`config.mk`:
```
export PLATFORM = sky130hd
export DESIGN_NAME = scalar_kalman_filter_bank
export DESIGN_NICKNAME = d
export VERILOG_FILES = /design/src/hdl/skf_pkg.sv /design/src/hdl/scalar_kalman_filter_bank.sv /design/src/hdl/skf_ram.sv /design/src/hdl/skf_div.sv /design/src/hdl/skf_mul.sv
export SDC_FILE = /design/constraint.sdc
export NUM_CORES = 2
export LEC_CHECK = 0
export BUFFER_PORTS_ARGS = -buffer_cell sky130_fd_sc_hd__buf_2
export CAP_MARGIN = 10
export CORE_ASPECT_RATIO = 1.25
export CORE_MARGIN = 10
export CORE_UTILIZATION = 55
export DETAILED_ROUTE_END_ITERATION = 10
export HOLD_SLACK_MARGIN = 0.06
export PLACE_DENSITY = 0.74
export SYNTH_ARGS = -nofsm -noshare
export SYNTH_HDL_FRONTEND = slang
export SYNTH_HIERARCHICAL = 1
export SYNTH_SLANG_ARGS = --single-unit
```
`constraint.sdc`:
```
create_clock -name aclk -period 6.3 [get_ports aclk]
set_input_delay 0.63 -clock aclk [delete_from_list [all_inputs] [get_ports aclk]]
set_output_delay 0.63 -clock aclk [all_outputs]
set_load 0.02 [all_outputs]
```
`src/hdl/skf_pkg.sv`:
```
`timescale 1ns / 1ps
// ----------------------------------------------------------------------------
// Scalar Kalman filter bank package
// Shared constants, widths and the controller state type.
// ----------------------------------------------------------------------------
package skf_pkg;

    localparam int AXES     = 3;
    localparam int BANKS    = 2;
    localparam int CHANNELS = BANKS * AXES;
    localparam int CH_W     = (CHANNELS > 1) ? $clog2(CHANNELS) : 1;

    localparam int DATA_W   = 32;
    localparam int RAM_W    = 2 * DATA_W;

    // Gain is unsigned Q1.24 with 1.0 = 2^24, so it needs 25 bits.
    localparam int K_W      = 25;
    localparam logic [K_W-1:0] ONE_Q24 = K_W'(1 << 24);

    // Divider: one quotient bit per cycle.
    localparam int DIV_STEPS = K_W;
    localparam int DIV_CNT_W = $clog2(DIV_STEPS);
    localparam int DEN_W     = DATA_W + 1;
    localparam int REM_W     = DATA_W + 2;

    // Multiplier: 33-bit signed multiplicand, 25-bit unsigned multiplier, radix 4.
    localparam int MCAND_W    = DATA_W + 1;
    localparam int PROD_W     = MCAND_W + K_W;
    localparam int MUL_DIGITS = (K_W + 1) / 2;
    localparam int MPLR_W     = 2 * MUL_DIGITS;
    localparam int MUL_CNT_W  = $clog2(MUL_DIGITS);

    localparam logic [PROD_W-1:0] ROUND_HALF = PROD_W'(1) << 23;

    // Configuration register indexes.
    localparam int CFG_IDX_W = 2;
    localparam logic [CFG_IDX_W-1:0] REG_PROCESS_NOISE  = 2'd0;
    localparam logic [CFG_IDX_W-1:0] REG_MEASURE_FIRST  = 2'd1;
    localparam logic [CFG_IDX_W-1:0] REG_MEASURE_SECOND = 2'd2;

    localparam logic [DATA_W-1:0] PROCESS_NOISE_RST = 32'd335544;
    localparam logic [DATA_W-1:0] MEASURE_NOISE_RST = 32'd1677722;

    typedef enum logic [2:0] {
        ST_IDLE,
        ST_LOAD,
        ST_PREP,
        ST_DIV,
        ST_MUL,
        ST_ROUND,
        ST_WB,
        ST_OUT
    } skf_state_t;

endpackage

```
`src/hdl/scalar_kalman_filter_bank.sv`:
```
`timescale 1ns / 1ps
// ----------------------------------------------------------------------------
// Scalar Kalman filter bank
// One-dimensional Kalman smoothing of gyro samples, per bank and axis.
//
// Channel   Direction  Handshake              Payload
// s_        in         s_valid / s_ready      s_bank, s_axis, s_sample
// m_        out        m_valid / m_ready      m_estimate
// cfg_      in         cfg_valid / cfg_ready  cfg_index, cfg_data
//
// m_valid rises once an in-range transfer has passed the load, prep, divide,
// multiply, round, write-back and output states, and the next input can
// transfer after the return to idle. The 25-step gain divider and the
// 13-step radix-4 multipliers each end with a done pulse.
// An out-of-range item goes straight to the output state to raise m_valid.
// One item is in flight at a time; s_ready is high only while idle.
// Reset clears the channel state through per-channel valid bits at once.
// A result held by a low m_ready stalls the block before its return to idle.
// ----------------------------------------------------------------------------
module scalar_kalman_filter_bank import skf_pkg::*; (
    input  logic                     aclk,
    input  logic                     aresetn,
    input  logic                     s_valid,
    output logic                     s_ready,
    input  logic                     s_bank,
    input  logic [1:0]               s_axis,
    input  logic signed [DATA_W-1:0] s_sample,
    output logic                     m_valid,
    input  logic                     m_ready,
    output logic signed [DATA_W-1:0] m_estimate,
    input  logic                     cfg_valid,
    output logic                     cfg_ready,
    input  logic [CFG_IDX_W-1:0]     cfg_index,
    input  logic [DATA_W-1:0]        cfg_data
);

    skf_state_t state_reg;
    skf_state_t state_next;

    logic [DATA_W-1:0] q_noise_reg;
    logic [DATA_W-1:0] r_first_reg;
    logic [DATA_W-1:0] r_second_reg;

    logic [CHANNELS-1:0]       valid_reg;
    logic                      bank_reg;
    logic [CH_W-1:0]           idx_reg;
    logic signed [DATA_W-1:0]  sample_reg;
    logic signed [DATA_W-1:0]  x_reg;
    logic [DATA_W-1:0]         pp_reg;
    logic signed [DATA_W:0]    diff_reg;
    logic signed [PROD_W-25:0] delta_reg;
    logic [DATA_W-1:0]         pnew_reg;
    logic signed [DATA_W-1:0]  est_reg;
    logic                      m_valid_reg;
    logic signed [DATA_W-1:0]  m_estimate_reg;

    logic            acc_in_range;
    logic [CH_W-1:0] acc_idx;
    logic            ram_re;
    logic            ram_we;
    logic [RAM_W-1:0] ram_rdata;
    logic            div_start;
    logic            div_done;
    logic [K_W-1:0]  div_quot;
    logic [DEN_W-1:0] div_den;
    logic            mul_start;
    logic            mul_est_done;
    logic            mul_cov_done;
    logic signed [PROD_W-1:0] prod_est;
    logic signed [PROD_W-1:0] prod_cov;
    logic            out_load;

    logic [RAM_W-1:0]         cur_state;
    logic [DATA_W:0]          pp_sum;
    logic [DATA_W-1:0]        r_sel;
    logic signed [PROD_W-1:0] est_rsum;
    logic [PROD_W-1:0]        cov_rsum;
    logic signed [DATA_W+2:0] wb_sum;
    logic signed [DATA_W-1:0] wb_est;

    assign acc_in_range = (32'(s_axis) < AXES) && (32'(s_bank) < BANKS);
    assign acc_idx      = CH_W'(32'(s_bank) * AXES + 32'(s_axis));

    // Configuration.
    assign cfg_ready = 1'b1;

    always_ff @(posedge aclk) begin
        if (!aresetn) begin
            q_noise_reg  <= PROCESS_NOISE_RST;
            r_first_reg  <= MEASURE_NOISE_RST;
            r_second_reg <= MEASURE_NOISE_RST;
        end else if (cfg_valid) begin
            case (cfg_index)
                REG_PROCESS_NOISE:  q_noise_reg  <= cfg_data;
                REG_MEASURE_FIRST:  r_first_reg  <= cfg_data;
                REG_MEASURE_SECOND: r_second_reg <= cfg_data;
                default: ;
            endcase
        end
    end

    // Controller.
    always_ff @(posedge aclk) begin
        if (!aresetn) begin
            state_reg <= ST_IDLE;
        end else begin
            state_reg <= state_next;
        end
    end

    always_comb begin
        state_next = state_reg;
        ram_re     = 1'b0;
        ram_we     = 1'b0;
        div_start  = 1'b0;
        mul_start  = 1'b0;
        out_load   = 1'b0;
        case (state_reg)
            ST_IDLE: begin
                if (s_valid) begin
                    ram_re     = acc_in_range;
                    state_next = acc_in_range ? ST_LOAD : ST_OUT;
                end
            end
            ST_LOAD: state_next = ST_PREP;
            ST_PREP: begin
                div_start  = 1'b1;
                state_next = ST_DIV;
            end
            ST_DIV: begin
                if (div_done) begin
                    mul_start  = 1'b1;
                    state_next = ST_MUL;
                end
            end
            ST_MUL: begin
                if (mul_est_done) begin
                    state_next = ST_ROUND;
                end
            end
            ST_ROUND: state_next = ST_WB;
            ST_WB: begin
                ram_we     = 1'b1;
                state_next = ST_OUT;
            end
            ST_OUT: begin
                if (!m_valid_reg || m_ready) begin
                    out_load   = 1'b1;
                    state_next = ST_IDLE;
                end
            end
            default: state_next = ST_IDLE;
        endcase
    end

    assign s_ready = (state_reg == ST_IDLE);

    // Datapath.
    // A channel never written since reset reads as zero estimate and covariance.
    assign cur_state = valid_reg[idx_reg] ? ram_rdata : '0;
    assign pp_sum    = {1'b0, cur_state[DATA_W-1:0]} + {1'b0, q_noise_reg};
    assign r_sel     = bank_reg ? r_second_reg : r_first_reg;
    assign div_den   = {1'b0, pp_reg} + {1'b0, r_sel};

    // Adding half minus one before the arithmetic shift rounds negative
    // products to nearest with ties away from zero.
    assign est_rsum = prod_est + (prod_est[PROD_W-1] ? (ROUND_HALF - 1'b1) : ROUND_HALF);
    assign cov_rsum = prod_cov + ROUND_HALF;

    assign wb_sum = (DATA_W+3)'(x_reg) + (DATA_W+3)'(delta_reg);

    always_comb begin
        if (wb_sum[DATA_W+2:DATA_W-1] == '0 || wb_sum[DATA_W+2:DATA_W-1] == '1) begin
            wb_est = wb_sum[DATA_W-1:0];
        end else if (wb_sum[DATA_W+2]) begin
            wb_est = {1'b1, {(DATA_W-1){1'b0}}};
        end else begin
            wb_est = {1'b0, {(DATA_W-1){1'b1}}};
        end
    end

    always_ff @(posedge aclk) begin
        case (state_reg)
            ST_IDLE: begin
                if (s_valid) begin
                    bank_reg   <= s_bank;
                    idx_reg    <= acc_idx;
                    sample_reg <= s_sample;
                    est_reg    <= s_sample;
                end
            end
            ST_LOAD: begin
                x_reg  <= cur_state[RAM_W-1:DATA_W];
                pp_reg <= pp_sum[DATA_W] ? '1 : pp_sum[DATA_W-1:0];
            end
            ST_PREP: begin
                diff_reg <= (DATA_W+1)'(sample_reg) - (DATA_W+1)'(x_reg);
            end
            ST_ROUND: begin
                delta_reg <= est_rsum[PROD_W-1:24];
                pnew_reg  <= (cov_rsum[PROD_W-1:56] != '0) ? '1 : cov_rsum[55:24];
            end
            ST_WB: begin
                est_reg <= wb_est;
            end
            default: ;
        endcase
    end

    always_ff @(posedge aclk) begin
        if (!aresetn) begin
            valid_reg <= '0;
        end else if (ram_we) begin
            valid_reg[idx_reg] <= 1'b1;
        end
    end

    // Result register.
    always_ff @(posedge aclk) begin
        if (!aresetn) begin
            m_valid_reg <= 1'b0;
        end else if (out_load) begin
            m_valid_reg <= 1'b1;
        end else if (m_ready) begin
            m_valid_reg <= 1'b0;
        end
    end

    always_ff @(posedge aclk) begin
        if (out_load) begin
            m_estimate_reg <= est_reg;
        end
    end

    assign m_valid    = m_valid_reg;
    assign m_estimate = m_estimate_reg;

    skf_ram #(
        .DEPTH (CHANNELS),
        .WIDTH (RAM_W),
        .AW    (CH_W)
    ) u_ram (
        .aclk  (aclk),
        .we    (ram_we),
        .waddr (idx_reg),
        .wdata ({wb_est, pnew_reg}),
        .re    (ram_re),
        .raddr (acc_idx),
        .rdata (ram_rdata)
    );

    skf_div u_div (
        .aclk    (aclk),
        .aresetn (aresetn),
        .start   (div_start),
        .num     (pp_reg),
        .den     (div_den),
        .done    (div_done),
        .quot    (div_quot)
    );

    skf_mul u_mul_est (
        .aclk    (aclk),
        .aresetn (aresetn),
        .start   (mul_start),
        .mcand   (diff_reg),
        .mplier  (div_quot),
        .done    (mul_est_done),
        .prod    (prod_est)
    );

    skf_mul u_mul_cov (
        .aclk    (aclk),
        .aresetn (aresetn),
        .start   (mul_start),
        .mcand   (signed'({1'b0, pp_reg})),
        .mplier  (ONE_Q24 - div_quot),
        .done    (mul_cov_done),
        .prod    (prod_cov)
    );

    // The divider finishes only while the controller waits for it.
    a_div_done_in_div: assert property (@(posedge aclk) disable iff (!aresetn)
        div_done |-> state_reg == ST_DIV)
        else $error("divider finished outside the divide state");

    // The gain never exceeds one.
    a_gain_bound: assert property (@(posedge aclk) disable iff (!aresetn)
        div_done |-> div_quot <= ONE_Q24)
        else $error("gain above one");

    // Both multipliers start together and must finish together.
    a_mul_lockstep: assert property (@(posedge aclk) disable iff (!aresetn)
        mul_est_done == mul_cov_done)
        else $error("multipliers out of step");

    // A written channel is marked valid from the next cycle on.
    a_valid_after_write: assert property (@(posedge aclk) disable iff (!aresetn)
        ram_we |=> valid_reg[$past(idx_reg)])
        else $error("channel not marked valid after write");

    // A new result appears only out of the output state.
    a_result_from_out: assert property (@(posedge aclk) disable iff (!aresetn)
        $rose(m_valid_reg) |-> $past(state_reg) == ST_OUT)
        else $error("result raised outside the output state");

endmodule

```
`src/hdl/skf_ram.sv`:
```
`timescale 1ns / 1ps
// ----------------------------------------------------------------------------
// Channel state RAM
// Simple dual-port synchronous RAM, one write and one registered read port.
// ----------------------------------------------------------------------------
module skf_ram #(
    parameter int DEPTH = 6,
    parameter int WIDTH = 64,
    parameter int AW    = 3
) (
    input  logic             aclk,
    input  logic             we,
    input  logic [AW-1:0]    waddr,
    input  logic [WIDTH-1:0] wdata,
    input  logic             re,
    input  logic [AW-1:0]    raddr,
    output logic [WIDTH-1:0] rdata
);

    logic [WIDTH-1:0] mem [DEPTH];

    always_ff @(posedge aclk) begin
        if (we) begin
            mem[waddr] <= wdata;
        end
        if (re) begin
            rdata <= mem[raddr];
        end
    end

endmodule

```
`src/hdl/skf_div.sv`:
```
`timescale 1ns / 1ps
// ----------------------------------------------------------------------------
// Gain divider
// Restoring divider giving floor(num * 2^24 / den), one quotient bit a cycle.
// ----------------------------------------------------------------------------
module skf_div import skf_pkg::*; (
    input  logic              aclk,
    input  logic              aresetn,
    input  logic              start,
    input  logic [DATA_W-1:0] num,
    input  logic [DEN_W-1:0]  den,
    output logic              done,
    output logic [K_W-1:0]    quot
);

    logic                 busy_reg;
    logic                 done_reg;
    logic [DIV_CNT_W-1:0] cnt_reg;
    logic [REM_W-1:0]     rem_reg;
    logic [DEN_W-1:0]     den_reg;
    logic                 zero_reg;
    logic [K_W-1:0]       q_reg;
    logic [REM_W-1:0]     rem_diff;
    logic                 rem_ge;

    // The numerator never exceeds the denominator, so the quotient fits in
    // 25 bits and the remainder starts as the numerator itself.
    assign rem_diff = rem_reg - REM_W'(den_reg);
    assign rem_ge   = rem_reg >= REM_W'(den_reg);

    always_ff @(posedge aclk) begin
        if (!aresetn) begin
            busy_reg <= 1'b0;
            done_reg <= 1'b0;
            cnt_reg  <= '0;
        end else begin
            done_reg <= 1'b0;
            if (start) begin
                busy_reg <= 1'b1;
                cnt_reg  <= DIV_CNT_W'(DIV_STEPS - 1);
            end else if (busy_reg) begin
                if (cnt_reg == '0) begin
                    busy_reg <= 1'b0;
                    done_reg <= 1'b1;
                end
                cnt_reg <= cnt_reg - 1'b1;
            end
        end
    end

    always_ff @(posedge aclk) begin
        if (start) begin
            rem_reg  <= REM_W'(num);
            den_reg  <= den;
            zero_reg <= (den == '0);
            q_reg    <= '0;
        end else if (busy_reg) begin
            if (rem_ge) begin
                rem_reg <= {rem_diff[REM_W-2:0], 1'b0};
                q_reg   <= {q_reg[K_W-2:0], 1'b1};
            end else begin
                rem_reg <= {rem_reg[REM_W-2:0], 1'b0};
                q_reg   <= {q_reg[K_W-2:0], 1'b0};
            end
        end
    end

    // A zero denominator means the gain saturates to one.
    assign quot = zero_reg ? ONE_Q24 : q_reg;
    assign done = done_reg;

endmodule

```
`src/hdl/skf_mul.sv`:
```
`timescale 1ns / 1ps
// ----------------------------------------------------------------------------
// Serial multiplier
// Radix-4 shift-and-add multiply of a signed value by an unsigned gain.
// ----------------------------------------------------------------------------
module skf_mul import skf_pkg::*; (
    input  logic                      aclk,
    input  logic                      aresetn,
    input  logic                      start,
    input  logic signed [MCAND_W-1:0] mcand,
    input  logic        [K_W-1:0]     mplier,
    output logic                      done,
    output logic signed [PROD_W-1:0]  prod
);

    logic                     busy_reg;
    logic                     done_reg;
    logic [MUL_CNT_W-1:0]     cnt_reg;
    logic signed [PROD_W-1:0] mcand_reg;
    logic signed [PROD_W-1:0] triple_reg;
    logic [MPLR_W-1:0]        mplier_reg;
    logic signed [PROD_W-1:0] acc_reg;
    logic signed [PROD_W-1:0] addend;

    always_comb begin
        case (mplier_reg[1:0])
            2'd0:    addend = '0;
            2'd1:    addend = mcand_reg;
            2'd2:    addend = mcand_reg <<< 1;
            2'd3:    addend = triple_reg;
            default: addend = '0;
        endcase
    end

    always_ff @(posedge aclk) begin
        if (!aresetn) begin
            busy_reg <= 1'b0;
            done_reg <= 1'b0;
            cnt_reg  <= '0;
        end else begin
            done_reg <= 1'b0;
            if (start) begin
                busy_reg <= 1'b1;
                cnt_reg  <= MUL_CNT_W'(MUL_DIGITS - 1);
            end else if (busy_reg) begin
                if (cnt_reg == '0) begin
                    busy_reg <= 1'b0;
                    done_reg <= 1'b1;
                end
                cnt_reg <= cnt_reg - 1'b1;
            end
        end
    end

    // The true product fits in PROD_W bits, so bits shifted off the top of
    // the partial products do not affect the result.
    always_ff @(posedge aclk) begin
        if (start) begin
            mcand_reg  <= PROD_W'(mcand);
            triple_reg <= PROD_W'(mcand) + (PROD_W'(mcand) <<< 1);
            mplier_reg <= MPLR_W'(mplier);
            acc_reg    <= '0;
        end else if (busy_reg) begin
            acc_reg    <= acc_reg + addend;
            mcand_reg  <= mcand_reg <<< 2;
            triple_reg <= triple_reg <<< 2;
            mplier_reg <= mplier_reg >> 2;
        end
    end

    assign prod = acc_reg;
    assign done = done_reg;

endmodule
```
==> flow_summary.toml <==
[clocking]
cts_tree = "yes"
clock_latency_ns = 0.78
cts_buffer_depth = 3
cts_made_buffers = 137
clock_sinks = 1324
cts_setup_buffers = 0
clkTransAtPathRegs_ns = 0.06
cts.repair.resized = 0
root_buffer = "clkbuf_16"
htreeDepth = 4

[placement]
io_buffers = 107
dp_hpwl_um = 130900
place_congestion = 0.9502

[drt]
drtAntennaViolNets = 0
drt_iter0_markers = 4315
wire_per_inst_um = 21.76
firstDrtPassIters = 5
vias = 51265
drc = 0
viasPerCell = 6.072
wirelength_um = 183800

[setup_path]
end_kind = "register"
critPathLaunch = "idx_reg[2]"
r2r-start = "idx_reg[2]"
crit_type = "reg -> reg"
crit_path_start_kind = "register"
crit_fanout = 29
required_ns = 6.81
worst_ep_arrival_time_ns = 5.65

[global_route]
grt_pass1_vias = 49990
grt_pass1_wl_um = 283500
antenna_found_initial = 20
grt_max_degree = 162
grt_util_all_layers_pct = 24.11
grt-ovfl-total = 0

[hold_path]
hp-class = "in -> reg"
hp-start = "s_sample[13]"

[synth]
yosys_warnings = 6
synth_area_um2 = 72810
avgSynthCellArea_um2 = 11.12
synthCells = 6547

[sta]
tns_ns = 0
hold_ws_ns = 0.1200
hold_viol = 0
finalClockSkew_ns = 0.03030
worst_pin_slew_ns = 1.280
finalSetupViolCount = 0
maxSlewViolCount = 0
fin_crit_ns = 5.141
post-route-period-util_pct = 81.60
fmax_mhz = 194.5
slew_headroom_pct = 14.45
grt_setup_unrepaired = "false"

[final_layout]
nets = 7045
fillers = 10416
largest_registers = "u_ram/mem (384), u_ram/rdata (64)"
area_growth_pct = 9.302
regMostFlops = "u_ram/mem"
largest_reg_flops = 384
layout-drive-gt1-share_pct = 11.72

[power]
power.leakage_nw = 31.16
powerDensity_nw_per_um2 = 307.7
vdd_ir_drop_max_uv = 231.7

[floorplanning]
pin_count = 109
dieArea_um2 = 147400
fp.dieH_um = 426.8
row_count = 149
initial_utilization_pct = 55.24
coreArea_um2 = 131800
die_w_um = 345.4

[run_status]
outcome = "finished clean"

[flow_run]
drv_cap = 0
metrics by stage:
stage                     cells  setup WS, ns  instance area, um^2  util, %  total power, W
after detailed placement   8166         1.207                74840    56.78         0.01636
after CTS                  8432         1.152                79550    60.36         0.02454
after floorplan            6548        0.6982                72820        -         0.01498
final                      8443         1.159                79580    60.38         0.02448
after global placement     8166         1.185                74840    56.78         0.01625
after global routing       8435        0.7240                79560    60.36         0.02559
worst paths after layout:
path | end | slack, ns | cells past startpoint
worst max-delay path | pp_reg[6] | 1.16 | 18
worst min-delay path | sample_reg[13] | 0.12 | 1
worst max register to register | pp_reg[6] | 1.16 | 18
worst min register to register | m_estimate[24] | 0.42 | 0
critical path, stage by stage, from the launching register on:
cell and delay [ns]:
edfxtp_1 0.64, mux2i_1 0.24, nor2_1 0.05, a211oi_1 0.39, a21oi_4 0.12, and2_1 0.19, ha_1 0.20, fa_1 0.41
a21o_1 0.20, a21oi_1 0.25, o21ai_0 0.16, a41oi_1 0.28, a31oi_1 0.25, a21oi_1 0.30, o21ai_0 0.22, a41o_1 0.33
o22ai_2 0.17, buf_4 0.32, o21ai_0 0.13
layer usage:
layer,track usage (%),part of all wire [%]
met5,0,0.0060
met2,40.53,48
met1,30.39,41
met3,2.977,5.9
met4,12.65,5.1
where the power goes:
part | switching (W) | total, W | internal [W]
sequential | 0.000500 | 0.0107 | 0.0102
clock | 0.00348 | 0.00817 | 0.00469
combinational | 0.00338 | 0.00562 | 0.00224
repair_timing:
action | 4_1_cts | 5_1_grt
setup endpoints to repair | 0 | 0
hold endpoints to repair | 19 | 0
hold buffers | 19 | 0
layout by cell type, fill, tap and decap left out, types with 16 or more instances in the layout:
cell type / count
o21a_1: 43
and2_1: 105
and3_1: 43
clkinv_2: 16
nor2_1: 333
o311ai_1: 18
a21oi_1: 413
a21boi_0: 85
buf_2: 106
clkbuf_1: 26
o211ai_1: 23
dfxtp_1: 264
clkbuf_16: 141
o21ai_0: 377
nand3_1: 112
a31oi_1: 31
nor4_1: 25
nand2b_1: 55
ha_1: 372
xnor2_1: 221
nand4_1: 68
nor3_1: 72
o31ai_1: 28
dlygate4sd3_1: 19
xor2_1: 158
o21bai_1: 43
nand2_1: 599
mux2_2: 254
or2_2: 22
nor2b_1: 78
clkinv_1: 21
mux2i_1: 293
inv_1: 296
edfxtp_1: 1057
a211oi_1: 48
buf_4: 70
a21o_1: 166
a21oi_2: 30
a22o_1: 178
area by class of cell:
type / count / area (um^2) / area share (%)
diodes: 11 / 27.53 / 0.03459
clock buffers: 171 / 3681 / 4.626
clock inverters: 76 / 844.6 / 1.061
inverters: 300 / 1136 / 1.428
multi-input cells: 4625 / 33280 / 41.82
flip-flops and latches: 1324 / 37090 / 46.61
well taps: 1736 / 2172 / 2.729
repair buffers: 200 / 1346 / 1.692
Note: power is estimated with default switching activity, not from simulation.
